[config.mk]
export PLATFORM = sky130hd
export DESIGN_NAME = linked_list_multi_queue
export DESIGN_NICKNAME = d
export VERILOG_FILES = /design/src/rtl/llmq_pkg.sv /design/src/rtl/llmq_link_ram.sv /design/src/rtl/llmq_ctrl.sv /design/src/rtl/linked_list_multi_queue.sv
export SDC_FILE = /design/constraint.sdc
export NUM_CORES = 2
export LEC_CHECK = 0
export ABC_CLOCK_PERIOD_IN_PS = 17400
export BUFFER_PORTS_ARGS = -buffer_cell sky130_fd_sc_hd__buf_2
export CAP_MARGIN = 20
export CORE_MARGIN = 2
export CORE_UTILIZATION = 45
export CTS_BUF_LIST = sky130_fd_sc_hd__clkbuf_4 sky130_fd_sc_hd__clkbuf_8
export CTS_CLUSTER_SIZE = 8
export DETAILED_ROUTE_END_ITERATION = 6
export HOLD_SLACK_MARGIN = 0.12
export PLACE_DENSITY = 0.6
export SLEW_MARGIN = 10
export SYNTH_ARGS = -nofsm -noshare
export SYNTH_HDL_FRONTEND = slang
export SYNTH_SLANG_ARGS = --single-unit
[constraint.sdc]
create_clock -name clk -period 17.4 [get_ports clk]
set_clock_uncertainty 0.2 [all_clocks]
set_input_delay 3.48 -clock clk [delete_from_list [all_inputs] [get_ports clk]]
set_output_delay 3.48 -clock clk [all_outputs]
set_load 0.01 [all_outputs]
[src/rtl/llmq_pkg.sv]
package llmq_pkg;

  localparam int OP_W   = 2;
  localparam int QID_W  = 2;
  localparam int CELL_W = 8;
  localparam int CFG_W  = 9;

  localparam logic [CFG_W-1:0] CELLS_IN_USE_RESET = 9'd256;

  typedef enum logic [OP_W-1:0] {
    OP_ENQUEUE = 2'd0,
    OP_DEQUEUE = 2'd1,
    OP_REINIT  = 2'd2,
    OP_NOP     = 2'd3
  } op_t;

endpackage

[src/rtl/llmq_link_ram.sv]
module llmq_link_ram
  #(
    parameter int NUM_CELLS = 256,
    localparam int AW = $clog2(NUM_CELLS),
    localparam int LW = $clog2(NUM_CELLS + 1)
  )
  (
    input  logic          clk,
    input  logic          we,
    input  logic [AW-1:0] waddr,
    input  logic [LW-1:0] wdata,
    input  logic [AW-1:0] raddr,
    output logic [LW-1:0] rdata
  );

  logic [LW-1:0] mem [NUM_CELLS];

  always_ff @(posedge clk) begin
    if (we) begin
      mem[waddr] <= wdata;
    end
  end

  always_ff @(posedge clk) begin
    rdata <= mem[raddr];
  end

endmodule

[src/rtl/llmq_ctrl.sv]
module llmq_ctrl
  import llmq_pkg::*;
  #(
    parameter int NUM_CELLS  = 256,
    parameter int NUM_QUEUES = 4,
    parameter int POOL_QUEUE = 3,
    localparam int AW = $clog2(NUM_CELLS),
    localparam int LW = $clog2(NUM_CELLS + 1)
  )
  (
    input  logic              clk,
    input  logic              rst,
    input  logic              in_valid,
    output logic              in_stall,
    input  logic [OP_W-1:0]   operation,
    input  logic [QID_W-1:0]  queue_id,
    input  logic [CELL_W-1:0] cell_index,
    output logic              out_valid,
    input  logic              out_stall,
    output logic              got_cell,
    output logic [CELL_W-1:0] popped_cell,
    input  logic [CFG_W-1:0]  cells_in_use,
    output logic              mem_we,
    output logic [AW-1:0]     mem_waddr,
    output logic [LW-1:0]     mem_wdata,
    output logic [AW-1:0]     mem_raddr,
    input  logic [LW-1:0]     mem_rdata
  );

  localparam int QW = (NUM_QUEUES > 1) ? $clog2(NUM_QUEUES) : 1;
  localparam int CW = (LW > CFG_W) ? LW : CFG_W;
  localparam bit HAS_FREE = (POOL_QUEUE < NUM_QUEUES);

  typedef enum logic [2:0] {
    ST_CLEAR,
    ST_IDLE,
    ST_DEQ,
    ST_WALK,
    ST_HOLD
  } state_t;

  state_t state;
  state_t state_next;

  logic [LW-1:0] head_link [NUM_QUEUES];
  logic [LW-1:0] tail_link [NUM_QUEUES];

  logic [AW-1:0]     clr_idx;
  logic [AW-1:0]     walk_idx;
  logic [LW-1:0]     walk_n;
  logic [QW-1:0]     deq_q;
  logic [AW-1:0]     deq_cell;
  logic              pend_got;
  logic [CELL_W-1:0] pend_cell;

  logic [QW-1:0]     qsel;
  logic              q_ok;
  logic              c_ok;
  logic [LW-1:0]     h_cur;
  logic [LW-1:0]     t_cur;
  logic              h_ok;
  logic              t_ok;
  logic [LW-1:0]     in_link;
  logic [CW-1:0]     cfg_ext;
  logic [LW-1:0]     n_sat;
  logic              walk_last;
  logic              out_free;
  logic              res_valid;
  logic              res_got;
  logic [CELL_W-1:0] res_cell;

  assign qsel     = QW'(queue_id);
  assign q_ok     = (32'(queue_id) < NUM_QUEUES);
  assign c_ok     = (32'(cell_index) < NUM_CELLS);
  assign h_cur    = head_link[qsel];
  assign t_cur    = tail_link[qsel];
  assign h_ok     = (h_cur != '0) && (h_cur <= LW'(NUM_CELLS));
  assign t_ok     = (t_cur != '0) && (t_cur <= LW'(NUM_CELLS));
  assign in_link  = LW'(cell_index) + LW'(1);
  assign cfg_ext  = CW'(cells_in_use);
  assign n_sat    = (cfg_ext > CW'(NUM_CELLS)) ? LW'(NUM_CELLS) : LW'(cfg_ext);
  assign walk_last = ((LW'(walk_idx) + LW'(1)) == walk_n);
  assign out_free = !out_valid || !out_stall;
  assign in_stall = (state != ST_IDLE);

  always_comb begin
    state_next = state;
    mem_we     = 1'b0;
    mem_waddr  = '0;
    mem_wdata  = '0;
    mem_raddr  = AW'(h_cur - LW'(1));
    res_valid  = 1'b0;
    res_got    = 1'b0;
    res_cell   = '0;
    case (state)
      ST_CLEAR: begin
        mem_we    = 1'b1;
        mem_waddr = clr_idx;
        if (clr_idx == AW'(NUM_CELLS - 1)) begin
          state_next = ST_IDLE;
        end
      end
      ST_IDLE: begin
        if (in_valid) begin
          case (op_t'(operation))
            OP_ENQUEUE: begin
              // link the previous tail to the new cell
              if (q_ok && c_ok && t_ok) begin
                mem_we    = 1'b1;
                mem_waddr = AW'(t_cur - LW'(1));
                mem_wdata = in_link;
              end
              res_valid = 1'b1;
            end
            OP_DEQUEUE: begin
              if (q_ok && h_ok) begin
                state_next = ST_DEQ;
              end else begin
                res_valid = 1'b1;
              end
            end
            OP_REINIT: begin
              if (HAS_FREE && (n_sat != '0)) begin
                state_next = ST_WALK;
              end else begin
                res_valid = 1'b1;
              end
            end
            OP_NOP: begin
              res_valid = 1'b1;
            end
            default: begin
              res_valid = 1'b1;
            end
          endcase
        end
      end
      ST_DEQ: begin
        mem_we    = 1'b1;
        mem_waddr = deq_cell;
        res_valid = 1'b1;
        res_got   = 1'b1;
        res_cell  = CELL_W'(deq_cell);
      end
      ST_WALK: begin
        mem_we    = 1'b1;
        mem_waddr = walk_idx;
        mem_wdata = walk_last ? '0 : (LW'(walk_idx) + LW'(2));
        res_valid = walk_last;
      end
      ST_HOLD: begin
        res_valid = 1'b1;
        res_got   = pend_got;
        res_cell  = pend_cell;
      end
      default: begin
        state_next = ST_IDLE;
      end
    endcase
    if (res_valid) begin
      state_next = out_free ? ST_IDLE : ST_HOLD;
    end
  end

  always_ff @(posedge clk) begin
    if (rst) begin
      state     <= ST_CLEAR;
      clr_idx   <= '0;
      out_valid <= 1'b0;
      for (int q = 0; q < NUM_QUEUES; q++) begin
        head_link[q] <= '0;
        tail_link[q] <= '0;
      end
    end else begin
      state <= state_next;

      if (res_valid && out_free) begin
        out_valid   <= 1'b1;
        got_cell    <= res_got;
        popped_cell <= res_cell;
      end else if (!out_stall) begin
        out_valid <= 1'b0;
      end

      if (res_valid && !out_free) begin
        pend_got  <= res_got;
        pend_cell <= res_cell;
      end

      case (state)
        ST_CLEAR: begin
          clr_idx <= clr_idx + AW'(1);
        end
        ST_IDLE: begin
          deq_q    <= qsel;
          deq_cell <= AW'(h_cur - LW'(1));
          walk_idx <= '0;
          walk_n   <= n_sat;
          if (in_valid) begin
            case (op_t'(operation))
              OP_ENQUEUE: begin
                if (q_ok && c_ok) begin
                  tail_link[qsel] <= in_link;
                  if (t_cur == '0) begin
                    head_link[qsel] <= in_link;
                  end
                end
              end
              OP_DEQUEUE: begin
                // head points past the pool: drop the queue
                if (q_ok && (h_cur != '0) && !h_ok) begin
                  head_link[qsel] <= '0;
                  tail_link[qsel] <= '0;
                end
              end
              OP_REINIT: begin
                for (int q = 0; q < NUM_QUEUES; q++) begin
                  if (HAS_FREE && (q == POOL_QUEUE) && (n_sat != '0)) begin
                    head_link[q] <= LW'(1);
                    tail_link[q] <= n_sat;
                  end else begin
                    head_link[q] <= '0;
                    tail_link[q] <= '0;
                  end
                end
              end
              default: begin
              end
            endcase
          end
        end
        ST_DEQ: begin
          if (mem_rdata != '0) begin
            head_link[deq_q] <= mem_rdata;
          end else begin
            head_link[deq_q] <= '0;
            tail_link[deq_q] <= '0;
          end
        end
        ST_WALK: begin
          walk_idx <= walk_idx + AW'(1);
        end
        default: begin
        end
      endcase
    end
  end

endmodule

[src/rtl/linked_list_multi_queue.sv]
// Linked-list queue manager: NUM_QUEUES FIFO queues threaded through a pool of
// NUM_CELLS cells by a one-port-write, one-port-read link memory. One item is
// in flight at a time. Enqueue and unused or out-of-range operations give their
// result straight from idle; dequeue first passes through a read state, since
// the link memory read is registered; reinitialize walks the chained cells
// (min(cells_in_use, NUM_CELLS)) in its walk state, writing one link per cycle.
// After reset the block clears all NUM_CELLS cells of the link memory and holds
// in_stall high meanwhile; the cells_in_use register may be written then. A
// result sits in an output register, so a new item may be taken while it waits;
// if a second result is ready before the first transfers, the block holds.
module linked_list_multi_queue
  import llmq_pkg::*;
  #(
    parameter int NUM_CELLS  = 256,
    parameter int NUM_QUEUES = 4,
    parameter int POOL_QUEUE = 3
  )
  (
    input  logic              clk,
    input  logic              rst,
    input  logic              in_valid,
    output logic              in_stall,
    input  logic [OP_W-1:0]   operation,
    input  logic [QID_W-1:0]  queue_id,
    input  logic [CELL_W-1:0] cell_index,
    output logic              out_valid,
    input  logic              out_stall,
    output logic              got_cell,
    output logic [CELL_W-1:0] popped_cell,
    input  logic              cfg_we,
    input  logic [CFG_W-1:0]  cfg_data
  );

  localparam int AW = $clog2(NUM_CELLS);
  localparam int LW = $clog2(NUM_CELLS + 1);

  logic [CFG_W-1:0] cells_in_use;
  logic             mem_we;
  logic [AW-1:0]    mem_waddr;
  logic [LW-1:0]    mem_wdata;
  logic [AW-1:0]    mem_raddr;
  logic [LW-1:0]    mem_rdata;

  always_ff @(posedge clk) begin
    if (rst) begin
      cells_in_use <= CELLS_IN_USE_RESET;
    end else if (cfg_we) begin
      cells_in_use <= cfg_data;
    end
  end

  llmq_ctrl #(
    .NUM_CELLS  (NUM_CELLS),
    .NUM_QUEUES (NUM_QUEUES),
    .POOL_QUEUE (POOL_QUEUE)
  ) u_ctrl (
    .clk          (clk),
    .rst          (rst),
    .in_valid     (in_valid),
    .in_stall     (in_stall),
    .operation    (operation),
    .queue_id     (queue_id),
    .cell_index   (cell_index),
    .out_valid    (out_valid),
    .out_stall    (out_stall),
    .got_cell     (got_cell),
    .popped_cell  (popped_cell),
    .cells_in_use (cells_in_use),
    .mem_we       (mem_we),
    .mem_waddr    (mem_waddr),
    .mem_wdata    (mem_wdata),
    .mem_raddr    (mem_raddr),
    .mem_rdata    (mem_rdata)
  );

  llmq_link_ram #(
    .NUM_CELLS (NUM_CELLS)
  ) u_link_ram (
    .clk   (clk),
    .we    (mem_we),
    .waddr (mem_waddr),
    .wdata (mem_wdata),
    .raddr (mem_raddr),
    .rdata (mem_rdata)
  );

endmodule

==> results.json <==
{
  "holdPathStages": 2,
  "cts-root-buf": "clkbuf_8",
  "relSlewSlack_pct": 18.69,
  "worstPathArrival_ps": 10710,
  "crit_buf_inv": 5,
  "cts-buffers-inserted": 408,
  "hold_class": "reg -> reg",
  "cts_resized": 0,
  "async_flop_share_pct": 0,
  "max-vdd-ir-drop_mv": 0.1348,
  "synthTopCellsByArea": "edfxtp_1 75%, mux4_2 5.7%, nand2_1 4.8%",
  "dp_hpwl_um": 159100,
  "critical_path_required_ps": 18120,
  "worst_slew_pin_slew_ps": 1215,
  "clkSinkCount": 2451,
  "synth_top_area_share_pct": 74.55,
  "cts_setup_buffers": 0,
  "drtAntennaViolNets": 0,
  "crit_path_end_kind": "flip-flop",
  "port_buffers": 36,
  "wirelength_um": 277400,
  "syn_area_sq_um": 97520,
  "wl_per_cell_um": 29.14,
  "ios": 37,
  "setup_viol": 0,
  "gr-usage-met3_pct": 6.130,
  "ys_types": 66,
  "path_clk_slew_ps": 60,
  "max_stage_delay_ps": 1090,
  "rsz0062_at_grt": "false",
  "drcViolationCount": 0,
  "yosysTopAreaCell": "edfxtp_1",
  "crit_cells": 15,
  "grt_max_degree": 174,
  "drt_iter0_drc": 7024,
  "power_leakage_nw": 32.98,
  "path_max_fanout": 109,
  "critPathLaunch": "queue_id[0]",
  "gr-usage-met1_pct": 34.35,
  "fillers": 17748,
  "critical_path.top_delay_family": "buffers and inverters",
  "initial_utilization_pct": 45.35,
  "routabilityCongestion": 0.8496,
  "syn_area_per_cell_sq_um": 15.65,
  "overflow": 0,
  "power_mw": 13.95,
  "reg2regPathDepth": 14,
  "synth_edf_count": 2421,
  "ys_seq_area_share_pct": 75.16,
  "dr.pass1.iters": 6,
  "fin_crit_sh_pct": 57.39,
  "reg2reg_setup_slack_ps": 10200,
  "syn2layout_area_growth_pct": 10.79,
  "ys_ff_latch": 2451,
  "tns_ps": 0,
  "grt_pass1_vias": 56117,
  "final_hold_viol_count": 0,
  "crit_type": "in -> reg",
  "final_layout_size_suffix_gt1_share_pct": 15.85,
  "cp_slowest_cell": "mux4_4",
  "status": "finished clean",
  "syn_nets": 6270,
  "antenna_found_initial": 9,
  "slew_violations": 0,
  "maxCapViolCount": 0,
  "die_area_sq_um": 220400,
  "nets": 6442,
  "p_per_area_nw_per_um2": 129.1,
  "top_usage_layer": "met2",
  "vias": 57458,
  "num_rows": 170,
  "met2_usage_pct": 38.03,
  "tritoncts": "done",
  "synthCells": 6231,
  "clockBufferDepth": 4,
  "grt_pass1_wl_um": 399200,
  "htreeDepth": 5,
  "r2r-start": "u_ctrl.head_link[3][0]",
  "clk_latency_ps": 1080,
  "cp-start-kind": "input port",
  "crit_end": "u_link_ram.rdata[8]",
  "grtUsageTotal_pct": 24.72,
  "timing.final.crit_period_ps": 9987,
  "fmax_mhz": 100.1,
  "ys_dominant_reg_cell": "edfxtp_1",
  "core_sq_um": 215000,
  "die_w_um": 469.5,
  "via_per_inst": 6.035,
  "crit_chain": "buf_2, mux4_4, inv_8, ha_1, xnor2_4, buf_4, nor2_4, buf_4, buf_12, a32oi_1, and3_1, a311oi_1, a311oi_1, nor3_1, nor4_2",
  "hold_buffers": 0,
  "r2r_end": "u_link_ram.rdata[8]",
  "die_h_um": 469.5,
  "yosysWarnings": 0
}
-- where the power goes --
group	internal (mW)	total, mW	switching, mW	leakage (nW)
registers	6.60	6.68	0.0755	19.2
clock network	2.59	4.80	2.22	4.00
logic	0.601	2.46	1.86	9.77
total	9.79	13.9	4.15	33.0
-- synth_stat cells, types with 11 or more instances --
master     number
nand2b_1       12
mux4_2        247
clkbuf_1      124
xnor2_1        18
nor2b_1        17
o22ai_1        16
nor2_1        404
and3_1         41
nand4_1       128
a21oi_1        94
nand3_1       424
dfxtp_1        30
o21ai_0        29
inv_1          16
nor3_1         22
a211oi_1       12
a32oi_1       184
buf_2         181
a311oi_1       38
a2111oi_0      12
mux2i_1       238
a32o_1         11
a31oi_1        40
buf_1          15
buf_4          64
nand2_1      1244
ha_1           13
and2_1         13
xor2_1         23
edfxtp_1     2421
-- worst register-to-register path, stage by stage (launching register included) --
cell and delay (ps):
edfxtp_1 370, mux4_4 970, inv_8 630, ha_1 480
xnor2_4 150, buf_4 360, nor2_4 440, buf_4 730
buf_12 570, a32oi_1 380, and3_1 260, a311oi_1 440
a311oi_1 100, nor3_1 950, nor4_2 90
-- per-layer routing --
metal | wire, um | share of wire, %
met1 | 111400 | 40
met2 | 128100 | 46
met3 | 28460 | 10
met4 | 9360 | 3.4
met5 | 50 | 0.018
-- layout make-up --
type | instances | area (sq um) | share of cell area, %
flip-flops and latches | 2451 | 73300 | 67.84
multi-input cells | 3365 | 22370 | 20.70
repair buffers | 155 | 1202 | 1.113
well taps | 2838 | 3551 | 3.287
clock buffers | 577 | 6947 | 6.429
clock inverters | 112 | 563.0 | 0.5211
diodes | 1 | 2.502 | 0.002316
inverters | 22 | 107.6 | 0.09959
-- cell families after synthesis --
logic type / Yosys count / share of synthesized area [%]
AO/OA/AOI/OAI: 477 / 3.649
XOR/XNOR: 43 / 0.4131
adder cells (fa/ha/maj): 13 / 0.1668
buffers and inverters: 415 / 2.145
flip-flops: 2451 / 75.16
multiplexers: 486 / 8.159
AND/OR/NAND/NOR: 2346 / 10.30
-- sequential cells by signal, indices dropped and copies added, names as in the netlist, 9 cells and up --
signal / cells
u_link_ram.rdata: 9
u_ctrl.walk_n: 9
u_link_ram.mem: 2304
u_ctrl.tail_link: 36
cells_in_use: 9
u_ctrl.head_link: 36
-- through the flow --
stage	cell area, sq um	setup WS, ps	hold WS (ps)	util [%]	cells
2_1_floorplan	97530	2751	271.5	-	6231
3_3_place_gp	100400	6369	284.1	46.70	8822
3_5_place_dp	100500	6559	301.5	46.73	8828
4_1_cts	108000	7726	310.7	50.22	9517
5_1_grt	108000	7361	324.6	50.24	9521
6_report	108000	7413	316.0	50.24	9521
-- cells in the final DEF, fill, tap and decap left out, drive strengths merged, types with 5 or more instances in the layout --
master	n
a2111oi	12
a211oi	13
a21oi	94
a22oi	6
a311oi	38
a31oi	40
a32o	11
a32oi	184
and2	17
and3	41
buf	155
clkbuf	577
clkinv	106
dfxtp	30
edfxtp	2421
ha	13
inv	22
mux2i	238
mux4	247
nand2	1244
nand2b	12
nand3	424
nand4	128
nor2	408
nor2b	17
nor3	23
nor3b	6
nor4	14
o21ai	32
o22a	7
o22ai	16
or3	5
xnor2	19
xor2	24
-- worst min path at each step --
stage | start | to | slack (ps)
after floorplan | u_ctrl.clr_idx[7] | u_ctrl.clr_idx[7] | 270
after global placement | u_ctrl.clr_idx[7] | u_ctrl.clr_idx[7] | 280
after detailed placement | u_ctrl.clr_idx[7] | u_ctrl.clr_idx[7] | 300
after CTS | u_ctrl.clr_idx[7] | u_ctrl.clr_idx[7] | 310
after global routing | u_ctrl.clr_idx[7] | u_ctrl.clr_idx[7] | 320
final | u_ctrl.clr_idx[7] | u_ctrl.clr_idx[7] | 320
(Power assumes the default switching activity.)
